**src/hw/rtl/als_pkg.sv**
```systemverilog
package als_pkg;

    localparam int MAX_WORKERS = 16;
    localparam int INDEX_BITS  = 16;
    localparam int WID_W       = 4;
    localparam int NW_W        = 5;
    localparam int DVD_W       = INDEX_BITS + 1;
    localparam int DIV_CNT_W   = 5;
    localparam int PREM_W      = 4;
    localparam int CFG_IDX_W   = 1;
    localparam int CFG_DATA_W  = 16;
    localparam int IN_DATA_W   = 8;
    localparam int OUT_DATA_W  = 40;
    localparam int GRANT_W     = 3;

    localparam logic [DIV_CNT_W-1:0] DIV_LAST_STEP = DIV_CNT_W'(DVD_W - 1);

    localparam logic REQ_BEGIN = 1'b0;

    localparam logic [CFG_IDX_W-1:0] CFG_NUM_WORKERS = 1'b0;
    localparam logic [CFG_IDX_W-1:0] CFG_TOTAL_ITER  = 1'b1;

    localparam logic [NW_W-1:0]       NUM_WORKERS_RST = NW_W'(4);
    localparam logic [INDEX_BITS-1:0] TOTAL_ITER_RST  = INDEX_BITS'(1024);

    typedef enum logic [GRANT_W-1:0] {
        GRANT_LOCAL  = 3'd0,
        GRANT_STOLEN = 3'd1,
        GRANT_DONE   = 3'd2,
        GRANT_BEGUN  = 3'd3,
        GRANT_BADID  = 3'd4
    } grant_t;

    typedef enum logic [3:0] {
        ST_IDLE,
        ST_DECODE,
        ST_CHECK,
        ST_SCAN,
        ST_SCAN_END,
        ST_PICK,
        ST_DIV_TAKE,
        ST_TAKE,
        ST_DIV_BEGIN,
        ST_SWEEP,
        ST_FINISH
    } state_t;

    typedef enum logic [2:0] {
        ADDR_HOLD,
        ADDR_ZERO,
        ADDR_WID,
        ADDR_INC,
        ADDR_BEST
    } addr_op_t;

    typedef enum logic {
        DIV_SRC_TOTAL,
        DIV_SRC_REM
    } div_src_t;

    typedef struct packed {
        logic     capture;
        logic     div_start;
        div_src_t div_src;
        logic     div_step;
        addr_op_t addr_op;
        logic     scan_clear;
        logic     scan_step;
        logic     sweep_write;
        logic     take_write;
        logic     load_out;
        grant_t   grant;
    } cmd_t;

    typedef struct packed {
        logic is_begin;
        logic bad_id;
        logic rem_zero;
        logic best_found;
        logic addr_last;
        logic div_last;
    } stat_t;

endpackage

```
**src/hw/rtl/als_ctrl.sv**
```systemverilog
module als_ctrl (
    input  logic          clk,
    input  logic          rst_n,
    input  logic          in_valid,
    output logic          in_ready,
    output logic          out_valid,
    input  logic          out_ready,
    input  als_pkg::stat_t stat,
    output als_pkg::cmd_t  cmd
);

    als_pkg::state_t state_reg, state_next;
    als_pkg::grant_t grant_reg, grant_next;
    logic            out_valid_reg, out_valid_next;

    always_ff @(posedge clk or negedge rst_n)
    begin
        if (!rst_n)
        begin
            state_reg     <= als_pkg::ST_IDLE;
            grant_reg     <= als_pkg::GRANT_DONE;
            out_valid_reg <= 1'b0;
        end
        else
        begin
            state_reg     <= state_next;
            grant_reg     <= grant_next;
            out_valid_reg <= out_valid_next;
        end
    end

    always_comb
    begin
        state_next     = state_reg;
        grant_next     = grant_reg;
        out_valid_next = out_valid_reg && !out_ready;
        cmd            = '0;
        cmd.div_src    = als_pkg::DIV_SRC_TOTAL;
        cmd.addr_op    = als_pkg::ADDR_HOLD;
        cmd.grant      = grant_reg;
        in_ready       = 1'b0;

        unique case (state_reg)
            als_pkg::ST_IDLE:
            begin
                in_ready = 1'b1;
                if (in_valid)
                begin
                    cmd.capture = 1'b1;
                    state_next  = als_pkg::ST_DECODE;
                end
            end
            als_pkg::ST_DECODE:
            begin
                if (stat.is_begin)
                begin
                    cmd.div_start = 1'b1;
                    cmd.div_src   = als_pkg::DIV_SRC_TOTAL;
                    cmd.addr_op   = als_pkg::ADDR_ZERO;
                    grant_next    = als_pkg::GRANT_BEGUN;
                    state_next    = als_pkg::ST_DIV_BEGIN;
                end
                else if (stat.bad_id)
                begin
                    grant_next = als_pkg::GRANT_BADID;
                    state_next = als_pkg::ST_FINISH;
                end
                else
                begin
                    cmd.addr_op = als_pkg::ADDR_WID;
                    state_next  = als_pkg::ST_CHECK;
                end
            end
            als_pkg::ST_CHECK:
            begin
                if (!stat.rem_zero)
                begin
                    cmd.div_start = 1'b1;
                    cmd.div_src   = als_pkg::DIV_SRC_REM;
                    grant_next    = als_pkg::GRANT_LOCAL;
                    state_next    = als_pkg::ST_DIV_TAKE;
                end
                else
                begin
                    cmd.addr_op    = als_pkg::ADDR_ZERO;
                    cmd.scan_clear = 1'b1;
                    state_next     = als_pkg::ST_SCAN;
                end
            end
            als_pkg::ST_SCAN:
            begin
                cmd.scan_step = 1'b1;
                if (stat.addr_last)
                begin
                    state_next = als_pkg::ST_SCAN_END;
                end
                else
                begin
                    cmd.addr_op = als_pkg::ADDR_INC;
                end
            end
            als_pkg::ST_SCAN_END:
            begin
                if (stat.best_found)
                begin
                    cmd.addr_op = als_pkg::ADDR_BEST;
                    state_next  = als_pkg::ST_PICK;
                end
                else
                begin
                    grant_next = als_pkg::GRANT_DONE;
                    state_next = als_pkg::ST_FINISH;
                end
            end
            als_pkg::ST_PICK:
            begin
                cmd.div_start = 1'b1;
                cmd.div_src   = als_pkg::DIV_SRC_REM;
                grant_next    = als_pkg::GRANT_STOLEN;
                state_next    = als_pkg::ST_DIV_TAKE;
            end
            als_pkg::ST_DIV_TAKE:
            begin
                cmd.div_step = 1'b1;
                if (stat.div_last)
                begin
                    state_next = als_pkg::ST_TAKE;
                end
            end
            als_pkg::ST_TAKE:
            begin
                cmd.take_write = 1'b1;
                state_next     = als_pkg::ST_FINISH;
            end
            als_pkg::ST_DIV_BEGIN:
            begin
                cmd.div_step = 1'b1;
                if (stat.div_last)
                begin
                    state_next = als_pkg::ST_SWEEP;
                end
            end
            als_pkg::ST_SWEEP:
            begin
                cmd.sweep_write = 1'b1;
                if (stat.addr_last)
                begin
                    state_next = als_pkg::ST_FINISH;
                end
                else
                begin
                    cmd.addr_op = als_pkg::ADDR_INC;
                end
            end
            als_pkg::ST_FINISH:
            begin
                if (!out_valid_reg || out_ready)
                begin
                    cmd.load_out   = 1'b1;
                    out_valid_next = 1'b1;
                    state_next     = als_pkg::ST_IDLE;
                end
            end
            default:
            begin
                state_next = als_pkg::ST_IDLE;
            end
        endcase
    end

    assign out_valid = out_valid_reg;

endmodule

```
**src/hw/rtl/als_dp.sv**
```systemverilog
module als_dp (
    input  logic                                clk,
    input  logic                                rst_n,
    input  logic                                cfg_we,
    input  logic [als_pkg::CFG_IDX_W-1:0]       cfg_index,
    input  logic [als_pkg::CFG_DATA_W-1:0]      cfg_data,
    input  logic                                in_req_type,
    input  logic [als_pkg::WID_W-1:0]           in_worker_id,
    input  als_pkg::cmd_t                       cmd,
    output als_pkg::stat_t                      stat,
    output logic [als_pkg::INDEX_BITS-1:0]      out_chunk_start,
    output logic [als_pkg::INDEX_BITS-1:0]      out_chunk_end,
    output logic [als_pkg::GRANT_W-1:0]         out_grant_status,
    output logic [als_pkg::WID_W-1:0]           out_victim_id
);

    localparam int IW = als_pkg::INDEX_BITS;
    localparam int WW = als_pkg::WID_W;
    localparam int NW = als_pkg::NW_W;

    // Configuration registers.
    logic [NW-1:0] num_workers_reg;
    logic [IW-1:0] total_iter_reg;

    // Block table, one entry per worker.
    logic [IW-1:0] block_next_reg [als_pkg::MAX_WORKERS];
    logic [IW-1:0] block_end_reg  [als_pkg::MAX_WORKERS];

    logic                            req_reg;
    logic [WW-1:0]                   wid_reg;
    logic [WW-1:0]                   addr_reg, addr_next;
    logic [IW-1:0]                   acc_reg, acc_next;
    logic [WW-1:0]                   best_reg, best_next;
    logic [IW-1:0]                   best_rem_reg, best_rem_next;
    logic [als_pkg::DVD_W-1:0]       dvd_reg, dvd_next;
    logic [als_pkg::PREM_W-1:0]      prem_reg, prem_next;
    logic [als_pkg::DIV_CNT_W-1:0]   cnt_reg, cnt_next;
    logic [IW-1:0]                   res_lo_reg, res_hi_reg;
    logic [WW-1:0]                   res_victim_reg;
    logic [IW-1:0]                   out_start_reg, out_end_reg;
    logic [WW-1:0]                   out_victim_reg;
    als_pkg::grant_t                 out_grant_reg;

    logic [NW-1:0]                   nw;
    logic [IW-1:0]                   rd_next, rd_end, rd_rem;
    logic [als_pkg::DVD_W-1:0]       div_base;
    logic [NW-1:0]                   trial;
    logic                            trial_ge;
    logic [IW-1:0]                   quot;
    logic                            in_range;
    logic [IW:0]                     sweep_sum;
    logic [IW-1:0]                   sweep_end;
    logic [IW-1:0]                   take_hi;
    logic                            wr_en;
    logic [IW-1:0]                   wr_lo_next, wr_hi_next;

    // Worker count in use: zero acts as one, anything above the table size saturates.
    always_comb
    begin
        if (num_workers_reg == '0)
        begin
            nw = NW'(1);
        end
        else if (num_workers_reg > NW'(als_pkg::MAX_WORKERS))
        begin
            nw = NW'(als_pkg::MAX_WORKERS);
        end
        else
        begin
            nw = num_workers_reg;
        end
    end

    assign rd_next = block_next_reg[addr_reg];
    assign rd_end  = block_end_reg[addr_reg];
    assign rd_rem  = (rd_end > rd_next) ? (rd_end - rd_next) : '0;

    // Restoring divider, one quotient bit per step; quotient shifts into dvd_reg.
    assign div_base = (cmd.div_src == als_pkg::DIV_SRC_TOTAL) ?
                      {1'b0, total_iter_reg} : {1'b0, rd_rem};
    assign trial    = {prem_reg, dvd_reg[als_pkg::DVD_W-1]};
    assign trial_ge = (trial >= nw);
    assign quot     = dvd_reg[IW-1:0];

    assign in_range  = ({1'b0, addr_reg} < nw);
    assign sweep_sum = {1'b0, acc_reg} + {1'b0, quot};
    assign sweep_end = (sweep_sum > {1'b0, total_iter_reg}) ? total_iter_reg : sweep_sum[IW-1:0];
    assign take_hi   = rd_next + quot;

    always_comb
    begin
        dvd_next      = dvd_reg;
        prem_next     = prem_reg;
        cnt_next      = cnt_reg;
        acc_next      = acc_reg;
        best_next     = best_reg;
        best_rem_next = best_rem_reg;
        addr_next     = addr_reg;
        wr_en         = 1'b0;
        wr_lo_next    = rd_next;
        wr_hi_next    = rd_end;

        if (cmd.div_start)
        begin
            dvd_next  = div_base + als_pkg::DVD_W'(nw) - als_pkg::DVD_W'(1);
            prem_next = '0;
            cnt_next  = als_pkg::DIV_LAST_STEP;
            acc_next  = '0;
        end
        else if (cmd.div_step)
        begin
            dvd_next  = {dvd_reg[als_pkg::DVD_W-2:0], trial_ge};
            prem_next = trial_ge ? als_pkg::PREM_W'(trial - nw) : trial[als_pkg::PREM_W-1:0];
            cnt_next  = cnt_reg - als_pkg::DIV_CNT_W'(1);
        end

        if (cmd.scan_clear)
        begin
            best_next     = '0;
            best_rem_next = '0;
        end
        else if (cmd.scan_step && (rd_rem > best_rem_reg))
        begin
            best_next     = addr_reg;
            best_rem_next = rd_rem;
        end

        if (cmd.sweep_write)
        begin
            wr_en      = 1'b1;
            wr_lo_next = in_range ? acc_reg : '0;
            wr_hi_next = in_range ? sweep_end : '0;
            acc_next   = sweep_end;
        end
        else if (cmd.take_write)
        begin
            wr_en      = 1'b1;
            wr_lo_next = take_hi;
            wr_hi_next = rd_end;
        end

        unique case (cmd.addr_op)
            als_pkg::ADDR_HOLD: addr_next = addr_reg;
            als_pkg::ADDR_ZERO: addr_next = '0;
            als_pkg::ADDR_WID:  addr_next = wid_reg;
            als_pkg::ADDR_INC:  addr_next = addr_reg + WW'(1);
            als_pkg::ADDR_BEST: addr_next = best_reg;
            default:            addr_next = addr_reg;
        endcase
    end

    always_ff @(posedge clk or negedge rst_n)
    begin
        if (!rst_n)
        begin
            num_workers_reg <= als_pkg::NUM_WORKERS_RST;
            total_iter_reg  <= als_pkg::TOTAL_ITER_RST;
            for (int i = 0; i < als_pkg::MAX_WORKERS; i++)
            begin
                block_next_reg[i] <= '0;
                block_end_reg[i]  <= '0;
            end
        end
        else
        begin
            if (cfg_we)
            begin
                unique case (cfg_index)
                    als_pkg::CFG_NUM_WORKERS: num_workers_reg <= cfg_data[NW-1:0];
                    als_pkg::CFG_TOTAL_ITER:  total_iter_reg  <= cfg_data[IW-1:0];
                    default:                  num_workers_reg <= num_workers_reg;
                endcase
            end
            if (wr_en)
            begin
                block_next_reg[addr_reg] <= wr_lo_next;
                block_end_reg[addr_reg]  <= wr_hi_next;
            end
        end
    end

    // Working and payload registers.
    always_ff @(posedge clk)
    begin
        addr_reg     <= addr_next;
        acc_reg      <= acc_next;
        best_reg     <= best_next;
        best_rem_reg <= best_rem_next;
        dvd_reg      <= dvd_next;
        prem_reg     <= prem_next;
        cnt_reg      <= cnt_next;
        if (cmd.capture)
        begin
            req_reg        <= in_req_type;
            wid_reg        <= in_worker_id;
            res_lo_reg     <= '0;
            res_hi_reg     <= '0;
            res_victim_reg <= '0;
        end
        else if (cmd.take_write)
        begin
            res_lo_reg     <= rd_next;
            res_hi_reg     <= take_hi;
            res_victim_reg <= addr_reg;
        end
        if (cmd.load_out)
        begin
            out_start_reg  <= res_lo_reg;
            out_end_reg    <= res_hi_reg;
            out_victim_reg <= res_victim_reg;
            out_grant_reg  <= cmd.grant;
        end
    end

    assign stat.is_begin   = (req_reg == als_pkg::REQ_BEGIN);
    assign stat.bad_id     = ({1'b0, wid_reg} >= nw);
    assign stat.rem_zero   = (rd_rem == '0);
    assign stat.best_found = (best_rem_reg != '0);
    assign stat.addr_last  = (addr_reg == WW'(als_pkg::MAX_WORKERS - 1));
    assign stat.div_last   = (cnt_reg == '0);

    assign out_chunk_start  = out_start_reg;
    assign out_chunk_end    = out_end_reg;
    assign out_victim_id    = out_victim_reg;
    assign out_grant_status = out_grant_reg;

endmodule

```
**src/hw/rtl/affinity_loop_scheduler.sv**
```systemverilog
// Affinity loop scheduler: hands out chunks of a loop iteration space to workers.
// The slave stream carries one request per beat: tuser says whether it begins a new
// partition or is a worker asking for a chunk, tdata carries the worker index.
// The master stream returns exactly one result beat per request: chunk bounds and
// the worker block that supplied it in tdata, the grant status in tuser.
// The config channel writes the worker count (index 0) and the iteration count
// (index 1); write it only while no request is in flight.
// One request is processed at a time. A bad worker id goes straight to the result;
// a local grant runs the serial divider first, an all-done answer a 16-entry scan of
// the block table, a steal that scan and then the divider, and a begin the divider
// and then a 16-entry write sweep. The next request is taken once the result is
// registered. The 17-step serial divider works out the chunk or block size, and
// the block table is single-port.
// The result sits in an output register, so a stalled receiver only holds the
// scheduler once the next result is ready to be loaded; tready of the slave side
// rises again as soon as the current result is registered.
// Reset empties every block, restores 4 workers and 1024 iterations, and leaves
// both streams idle; there is no clearing pass.
module affinity_loop_scheduler (
    input  logic                                 clk,
    input  logic                                 rst_n,
    // Configuration write channel.
    input  logic                                 cfg_valid,
    output logic                                 cfg_ready,
    input  logic [als_pkg::CFG_IDX_W-1:0]        cfg_index,
    input  logic [als_pkg::CFG_DATA_W-1:0]       cfg_data,
    // Request stream.
    input  logic                                 s_axis_tvalid,
    output logic                                 s_axis_tready,
    input  logic [als_pkg::IN_DATA_W-1:0]        s_axis_tdata,  // worker_id[3:0], zero pad
    input  logic                                 s_axis_tuser,  // req_type
    // Result stream.
    output logic                                 m_axis_tvalid,
    input  logic                                 m_axis_tready,
    output logic [als_pkg::OUT_DATA_W-1:0]       m_axis_tdata,  // chunk_start[15:0],
                                                                // chunk_end[31:16],
                                                                // victim_id[35:32], zero pad
    output logic [als_pkg::GRANT_W-1:0]          m_axis_tuser   // grant_status
);

    als_pkg::cmd_t  cmd;
    als_pkg::stat_t stat;

    logic [als_pkg::INDEX_BITS-1:0] chunk_start;
    logic [als_pkg::INDEX_BITS-1:0] chunk_end;
    logic [als_pkg::GRANT_W-1:0]    grant_status;
    logic [als_pkg::WID_W-1:0]      victim_id;

    // Registers take a write in any cycle.
    assign cfg_ready = 1'b1;

    als_ctrl u_ctrl (
        .clk       (clk),
        .rst_n     (rst_n),
        .in_valid  (s_axis_tvalid),
        .in_ready  (s_axis_tready),
        .out_valid (m_axis_tvalid),
        .out_ready (m_axis_tready),
        .stat      (stat),
        .cmd       (cmd)
    );

    als_dp u_dp (
        .clk              (clk),
        .rst_n            (rst_n),
        .cfg_we           (cfg_valid && cfg_ready),
        .cfg_index        (cfg_index),
        .cfg_data         (cfg_data),
        .in_req_type      (s_axis_tuser),
        .in_worker_id     (s_axis_tdata[als_pkg::WID_W-1:0]),
        .cmd              (cmd),
        .stat             (stat),
        .out_chunk_start  (chunk_start),
        .out_chunk_end    (chunk_end),
        .out_grant_status (grant_status),
        .out_victim_id    (victim_id)
    );

    assign m_axis_tdata = {4'b0000, victim_id, chunk_end, chunk_start};
    assign m_axis_tuser = grant_status;

    // A granted chunk is never empty and never wraps past its block end.
    assert property (@(posedge clk) disable iff (!rst_n)
        m_axis_tvalid && ((m_axis_tuser == als_pkg::GRANT_LOCAL) ||
                          (m_axis_tuser == als_pkg::GRANT_STOLEN))
        |-> (chunk_end > chunk_start))
        else $error("granted chunk is empty or wrapped");

    // Results without a grant carry zero bounds and a zero victim.
    assert property (@(posedge clk) disable iff (!rst_n)
        m_axis_tvalid && ((m_axis_tuser == als_pkg::GRANT_DONE) ||
                          (m_axis_tuser == als_pkg::GRANT_BEGUN) ||
                          (m_axis_tuser == als_pkg::GRANT_BADID))
        |-> (m_axis_tdata == '0))
        else $error("non-grant result carries chunk data");

    // Only one request is in flight: accepting one closes the request side.
    assert property (@(posedge clk) disable iff (!rst_n)
        s_axis_tvalid && s_axis_tready |=> !s_axis_tready)
        else $error("second request accepted while one is in flight");

    // A result beat stays valid and unchanged while the receiver stalls.
    assert property (@(posedge clk) disable iff (!rst_n)
        m_axis_tvalid && !m_axis_tready
        |=> m_axis_tvalid && $stable(m_axis_tdata) && $stable(m_axis_tuser))
        else $error("result beat changed while stalled");

endmodule

```
**config.mk**
```make
export PLATFORM = sky130hd
export DESIGN_NAME = affinity_loop_scheduler
export DESIGN_NICKNAME = d
export VERILOG_FILES = /design/src/hw/rtl/als_pkg.sv /design/src/hw/rtl/als_ctrl.sv /design/src/hw/rtl/als_dp.sv /design/src/hw/rtl/affinity_loop_scheduler.sv
export SDC_FILE = /design/constraint.sdc
export NUM_CORES = 1
export LEC_CHECK = 0
export BUFFER_PORTS_ARGS = -buffer_cell sky130_fd_sc_hd__buf_2
export CAP_MARGIN = 10
export CELL_PAD_IN_SITES_DETAIL_PLACEMENT = 0
export CELL_PAD_IN_SITES_GLOBAL_PLACEMENT = 1
export CORE_UTILIZATION = 40
export DETAILED_ROUTE_END_ITERATION = 8
export PLACE_DENSITY_LB_ADDON = 0.1
export SYNTH_ARGS = -nofsm -noshare
export SYNTH_HDL_FRONTEND = slang
export SYNTH_SLANG_ARGS = --single-unit
```
**constraint.sdc**
```tcl
create_clock -name clk -period 9.79 [get_ports clk]
set_input_delay 0.979 -clock clk [delete_from_list [all_inputs] [get_ports clk]]
set_output_delay 0.979 -clock clk [all_outputs]
set_load 0.05 [all_outputs]
```
; ---- After elaboration in Yosys (flattened, before gate mapping)
; Cells that the tools add are included.
[word_totals]
reg_bits = 687
input_bits = 31
out_inout_bits = 46
wordCells = 182
[op_classes]
n_addsub = 8
order_cmp = 9
eq_ne = 24
mux = 65
n_bitwise = 2
n_reduce_logical = 21
[op_table]
columns = op, count
row1 = bitwise mux 256 bit, 2
row2 = two-way mux 16 bit, 15
row3 = binary-select mux 16 bit (select 4 bit), 2
row4 = demux 16 bit (select 4 bit), 1
row5 = one-hot mux 4 bit (11 select lines), 1
row6 = two-way mux 4 bit, 10
row7 = two-way mux 17 bit, 2
row8 = > comparator 16 bit, 2
row9 = one-hot mux 3 bit (4 select lines), 2
row10 = two-way mux 3 bit, 7
row11 = adder 16 x 16 -> 17 bit, 1
row12 = adder 16 x 5 -> 17 bit, 1
row13 = > comparator 17 x 16 -> 1 bit, 1
row14 = subtractor 17 x 1 -> 17 bit (second input constant), 1
row15 = adder 16 bit, 1
row16 = equality test 4 x 3 -> 1 bit (second input constant), 4
row17 = equality test 4 bit (second input constant), 4
row18 = zero test 16 bit, 1
row19 = one-hot mux 4 bit (4 select lines), 1
row20 = nonzero test 16 bit, 1
row21 = subtractor 16 bit, 1
row22 = two-way mux 1 bit, 14
row23 = inequality test 2 bit (second input constant), 7
row24 = zero test 5 bit, 2
row25 = other kinds (31), 45

; ---- Longest topological paths before layout
[logic_depth]
word_depth = 13
ltp_mapped = 35
ltp_nobuf = 29

; ---- Cells and area by module
; A second synthesis with hierarchy kept.
[unflattened]
cells_unflattened = 3286
hier_area_um2 = 34894.7
[by_module_without_submodules]
columns = mod, instances, cells_per_inst, area_per_inst_um2
row1 = als_dp, 1, 3185, 34116.5
row2 = als_ctrl, 1, 94, 733.2
row3 = affinity_loop_scheduler, 1, 7, 45.0

; ---- Worst setup path before layout
; OpenSTA, ideal clock, no wires.
[synth_timing]
path_type = register -> register
startpoint = register u_dp.addr_reg[0]
endpoint = register u_dp.dvd_reg[13] in the netlist's numbering, data pin
arrival_ns = 7.853
t_required_ns = 9.512
setup_slack_ns = 1.659
stages_incl_launch_ff = 33
path_buffers = 6
period_less_slack_ns = 8.131
cell_sequence = edfxtp_1 > buf_2 > buf_2 > buf_2 > buf_2 > mux4_2 > mux4_2 > ha_1 > fa_1 > nor2b_1 > o2111ai_2 > a211oi_1 > o31a_1 > o21ai_0 > a2111oi_4 > nand3b_1 > a21oi_2 > buf_4 > buf_2 > a21oi_1 > ha_1 > inv_1 > ha_1 > fa_1 > a21o_1 > a21oi_1 > nand2_1 > a211o_1 > o221ai_1 > o21ai_0 > o21ai_0 > mux2i_1 > o311ai_0
[synth_between]
elab_chain_cells = 13
word_cells_on_any_way = 17
classes_between = add/sub (3) / order compare (1) / mux (11) / bitwise (1) / reduce/logical (1)
[synth_lines]
columns = item, line
row1 = start: declaration, als_dp.sv:31  ; logic [WW-1:0] addr_reg, addr_next;
row2 = start signal: assignment, als_dp.sv:185  ; addr_reg <= addr_next;
row3 = NOT 4 -> 5 bit (not written as such) (*), als_dp.sv:74  ; assign rd_next = block_next_reg[addr_reg];
row4 = binary-select mux 16 bit (select 4 bit) (*), als_dp.sv:74
row5 = two-way mux 16 bit (not written as such) (*) (2 in a row), als_dp.sv:74
row6 = via u_dp.rd_next[0], als_dp.sv:45  ; logic [IW-1:0] rd_next, rd_end, rd_rem;
row7 = subtractor 16 bit or > comparator 16 bit (tied branches), als_dp.sv:76  ; assign rd_rem = (rd_end > rd_next) ? (rd_end - rd_next) : '0;
row8 = two-way mux 16 bit (*), als_dp.sv:76
row9 = zero test 16 bit, als_dp.sv:217  ; assign stat.rem_zero = (rd_rem == '0);
row10 = two-way mux 2 bit, als_ctrl.sv:76  ; if (!stat.rem_zero)
row11 = one-hot mux 2 bit (3 select lines), als_ctrl.sv:43  ; unique case (state_reg)
row12 = two-way mux 16 bit, als_dp.sv:79  ; assign div_base = (cmd.div_src == als_pkg::DIV_SRC_TOTAL) ?
row13 = adder 16 x 5 -> 17 bit, als_dp.sv:105  ; dvd_next = div_base + als_pkg::DVD_W'(nw) - als_pkg::DVD_W'(1);
row14 = subtractor 17 x 1 -> 17 bit, als_dp.sv:105
row15 = two-way mux 17 bit (*), als_dp.sv:103  ; if (cmd.div_start)
row16 = "via u_dp.dvd_next, one bit", als_dp.sv:35  ; logic [als_pkg::DVD_W-1:0] dvd_reg, dvd_next;
row17 = end signal: assignment, als_dp.sv:189  ; dvd_reg <= dvd_next;
row18 = end: declaration, als_dp.sv:35
; Mark *: on every way through the listed nets, which the timed path passes. The rest lies on a longest branch. The select of a mux whose other input is x is not followed.
; A chain may end at the register's enable or synchronous reset.

; ---- Final worst setup path
[layout_timing]
startpoint = register u_dp.addr_reg[0]
endpoint = register u_dp.dvd_reg[13] in the netlist's numbering, data pin
[layout_between]
elab_chain_cells = 13
word_cells_on_any_way = 17
classes_between = add/sub (3) / order compare (1) / mux (11) / bitwise (1) / reduce/logical (1)
[layout_lines]
columns = item, line
row1 = NOT 4 -> 5 bit (not written as such) (*), "als_dp.sv:74, als_dp.sv:75"
row2 = binary-select mux 16 bit (select 4 bit) (on tied branches), "als_dp.sv:75, als_dp.sv:74"
row3 = two-way mux 16 bit (on tied branches) (2 in a row), "als_dp.sv:75, als_dp.sv:74"
row4 = subtractor 16 bit or > comparator 16 bit (tied branches), als_dp.sv:76
row5 = two-way mux 16 bit (*), als_dp.sv:76
row6 = zero test 16 bit, als_dp.sv:217
row7 = two-way mux 2 bit, als_ctrl.sv:76
row8 = one-hot mux 2 bit (3 select lines), als_ctrl.sv:43
row9 = two-way mux 16 bit, als_dp.sv:79
row10 = adder 16 x 5 -> 17 bit, als_dp.sv:105
row11 = subtractor 17 x 1 -> 17 bit, als_dp.sv:105
row12 = two-way mux 17 bit (*), als_dp.sv:103
row13 = "via u_dp.dvd_next, one bit", als_dp.sv:35
; Marked as above.

==> key figures <==
Yosys
  • Gate count of the mapped netlist: roughly 3,200
  • Syn_area_per_cell: between 10 and 15 sq um
  • Synth warnings: 0
  • Primary FF master, synth: dfrtp_1
  • Synth cell types: just over 80
  • EDFF count, synth: 81
  • Area of the mapped netlist: between 30,000 and 40,000 sq um
  • Post-synth ARST share: about four fifths
  • Sequential area share after synthesis: 51.3%
  • Synth Register Bits: just under 700

Final layout
  • Final Net Count: around 3,300
  • Layout cell share with drive strength beyond 1: 15.5%
  • Antenna diode count: 0
  • P&R area growth vs syn: 12.5%
  • Fin util: ~45%
  • Fill cell total of the finished layout: slightly below 8,000
  • Most frequent cells in the layout: 642 x nand2_1, 559 x o21ai_0, 538 x dfrtp_1, 160 x mux4_2, 115 x ha_1
  • Commonest non-fill, non-tap cell in the layout: nand2_1

Worst setup path
  • Worst-case reg-to-reg path depth: 29
  • CP Class: register to register
  • Reg2Reg Launch Point: u_dp.addr_reg[0]
  • Crit start category: register
  • Worst path required time: roughly 10,000 ps
  • Reg2reg end: u_dp.dvd_reg[13]
  • Worst Path Arrival: just over 9000 ps
  • R2R setup slack: ~940 ps
  • Critical path peak fanout: 31
  • CP max stage cell: mux4_2
  • Max stage delay on crit path: between 500 and 600 ps
  • Worst Setup End Kind: register

Min path
  • Min-delay worst type: input port to asynchronous set/reset pin

Route
  • Vias per cell: around 5.6
  • Via Count: between 20,000 and 25,000
  • Post-route DRC: 0
  • Total wire length: 99,500 um
  • Drt initial violations: about 1,500
  • Routed WL per cell: ~23 um
  • Pre-antenna DRT Iters: 5
  • Antenna Nets Post-Route: 0

STA
  • RSZ-0062 raised after global routing: false
  • Setup violators final: 0
  • Hold Slack: 365 ps
  • Fin Setup TNS: 0 ps
  • Fmax: between 0.1 and 0.15 GHz
  • Final min period: about 8800 ps
  • Hold Vio Cnt, Final: 0
  • Worst-Margin Slew: 1390 ps
  • Slew margin rel.: 7.29%
  • Max Slew Vio Count: 0
  • Final period util: between 90 and 100%
  • Layout Skew: around 57 ps

GRT
  • Gr ovfl total: 0
  • First-pass GRT wire length: about 150,000 um
  • Gr usage total: approximately a quarter
  • Vias in the first global route: roughly 24,000
  • Initial antenna violation count: 1
  • Largest net degree at the start of global routing: 191

Pwr
  • Logic pwr share: between 40 and 50%
  • Sequential Power Share: 28.8%
  • Net switching power: around 0.0057 W
  • Clock network power share: between 20 and 25%
  • Pwr per Cell Area: ~350 nW/um^2
  • Net Sw Frac: between 40% and 50%
  • Max VDD drop: 0.212 mV
  • Internal: ~0.0077 W
  • Leak Pwr: 16.1 nW

Clocking
  • CTS tree: built
  • Clk slew on worst S/H paths: ~60 ps
  • Post-cts sizing count: 0
  • Max H-tree Level: 3
  • Clock Sinks: approximately 690
  • Bufs on Longest Clock Path: 3
  • Setup Buffers After CTS: 0
  • Cell chosen for the clock root: clkbuf_16
  • Total CTS buffers: 80
  • Clk_lat worst skew: around 660 ps
  • # hold bufs at CTS: 0

Die
  • Horiz. Die Dim: slightly below 300 um
  • Die area: 85,300 sq um
  • # rows: 106
  • Core Footprint: roughly 83,000 sq um
  • Starting Density: about two fifths
  • Die Span Y: approximately 290 um
  • Boundary pin count: 77

Placed design
  • I/O Buffers: 67
  • Routability Congestion: between 0.8 and 0.9
  • Post-DP HPWL: ~63,000 um

Run
  • Max-cap viol count: 0

Outcome
  • Status: finished clean
==> synthesized netlist by cell type (10+ instances only) <==
cell / number / area share [%]
nand3_1: 31 / 0.46
dfxtp_1: 65 / 3.9
xor2_1: 25 / 0.65
inv_1: 101 / 1.1
clkbuf_1: 178 / 2.0
ha_1: 115 / 4.3
o21a_1: 16 / 0.36
mux2_2: 42 / 1.4
and2_1: 21 / 0.39
a22oi_1: 11 / 0.25
and3_1: 13 / 0.24
xnor2_1: 27 / 0.70
a21o_1: 27 / 0.60
a21oi_1: 107 / 1.6
a211oi_1: 10 / 0.22
nand2_1: 642 / 7.2
mux4_2: 160 / 11
nor3_1: 26 / 0.39
dfrtp_1: 538 / 40
nand2b_1: 20 / 0.37
nand4_1: 15 / 0.28
mux2i_1: 24 / 0.71
o21bai_1: 10 / 0.22
nor2_1: 109 / 1.2
edfxtp_1: 81 / 7.2
buf_1: 18 / 0.20
o21ai_0: 561 / 8.3
nor2b_1: 18 / 0.33
buf_2: 26 / 0.39
==> power groups by stage <==
stage	Sequential [W]	Combinational, W	Clock (W)
after CTS	0.00385	0.00660	0.00306
final	0.00386	0.00657	0.00298
after detailed placement	0.00390	0.00657	0
after floorplan	0.00385	0.00458	0
after global placement	0.00388	0.00649	0
after global routing	0.00390	0.00722	0.00317
==> metrics by stage <==
step                      area [sq um]  power, W  setup WS (ps)  instances
after floorplan                  33700   0.00843           1660       3192
after global placement           35200    0.0104           1100       4170
after detailed placement         35200    0.0105           1010       4170
after CTS                        37900    0.0135            985       4317
after global routing             37900    0.0143            407       4317
final                            37900    0.0134            943       4317
==> area by class of cell <==
cell class / instances / area [sq um] / area share [%]
Sequential cell: 687 / 17300 / 45.6
Multi-Input combinational cell: 2174 / 15300 / 40.3
Clock buffer: 120 / 2370 / 6.27
Tap cell: 1080 / 1350 / 3.57
Timing Repair Buffer: 128 / 928 / 2.45
Inverter: 101 / 379 / 1.00
Clock inverter: 27 / 312 / 0.823
==> how the worst max path moves through the flow <==
stage                        to  cells after the start              from  slack (ps)
2_1_floorplan  u_dp.dvd_reg[13]                     32  u_dp.addr_reg[0]        1660
3_3_place_gp   u_dp.dvd_reg[13]                     30  u_dp.addr_reg[0]        1100
3_5_place_dp   u_dp.dvd_reg[13]                     30  u_dp.addr_reg[0]        1010
4_1_cts        u_dp.dvd_reg[13]                     30  u_dp.addr_reg[0]         980
5_1_grt        u_dp.dvd_reg[13]                     30  u_dp.addr_reg[0]         410
6_report       u_dp.dvd_reg[13]                     29  u_dp.addr_reg[0]         940
==> metal layers <==
metal	share of wire, %	GRT usage, %	up-vias
li1	-	-	11200
met1	45	32.4	12100
met2	48	39.5	520
met3	3.8	2.85	145
met4	2.7	7.07	0
met5	0	0	-
==> cells by family (layout without fill, tap and decap cells) <==
family / Yosys count / after routing / share of synthesized area [%]
compound gates: 833 / 833 / 14.2
xor+xnor: 52 / 52 / 1.35
fa+ha+maj: 121 / 121 / 4.60
buf+inv: 331 / 376 / 3.89
flops: 687 / 687 / 51.3
mux: 228 / 228 / 12.9
other cells: 2 / 5 / 0.0223
simple gates: 935 / 935 / 11.7
==> critical path, delay by kind of cell, from the launching register on <==
family	cells	cell delay, ps
AO/OA/AOI/OAI	14	3880
multiplexers	3	1340
adder cells (fa/ha/maj)	4	1220
buffers and inverters	4	870
AND/OR/NAND/NOR	4	840
flip-flops	1	360
No activity file was read; power rests on OpenSTA's default activity.
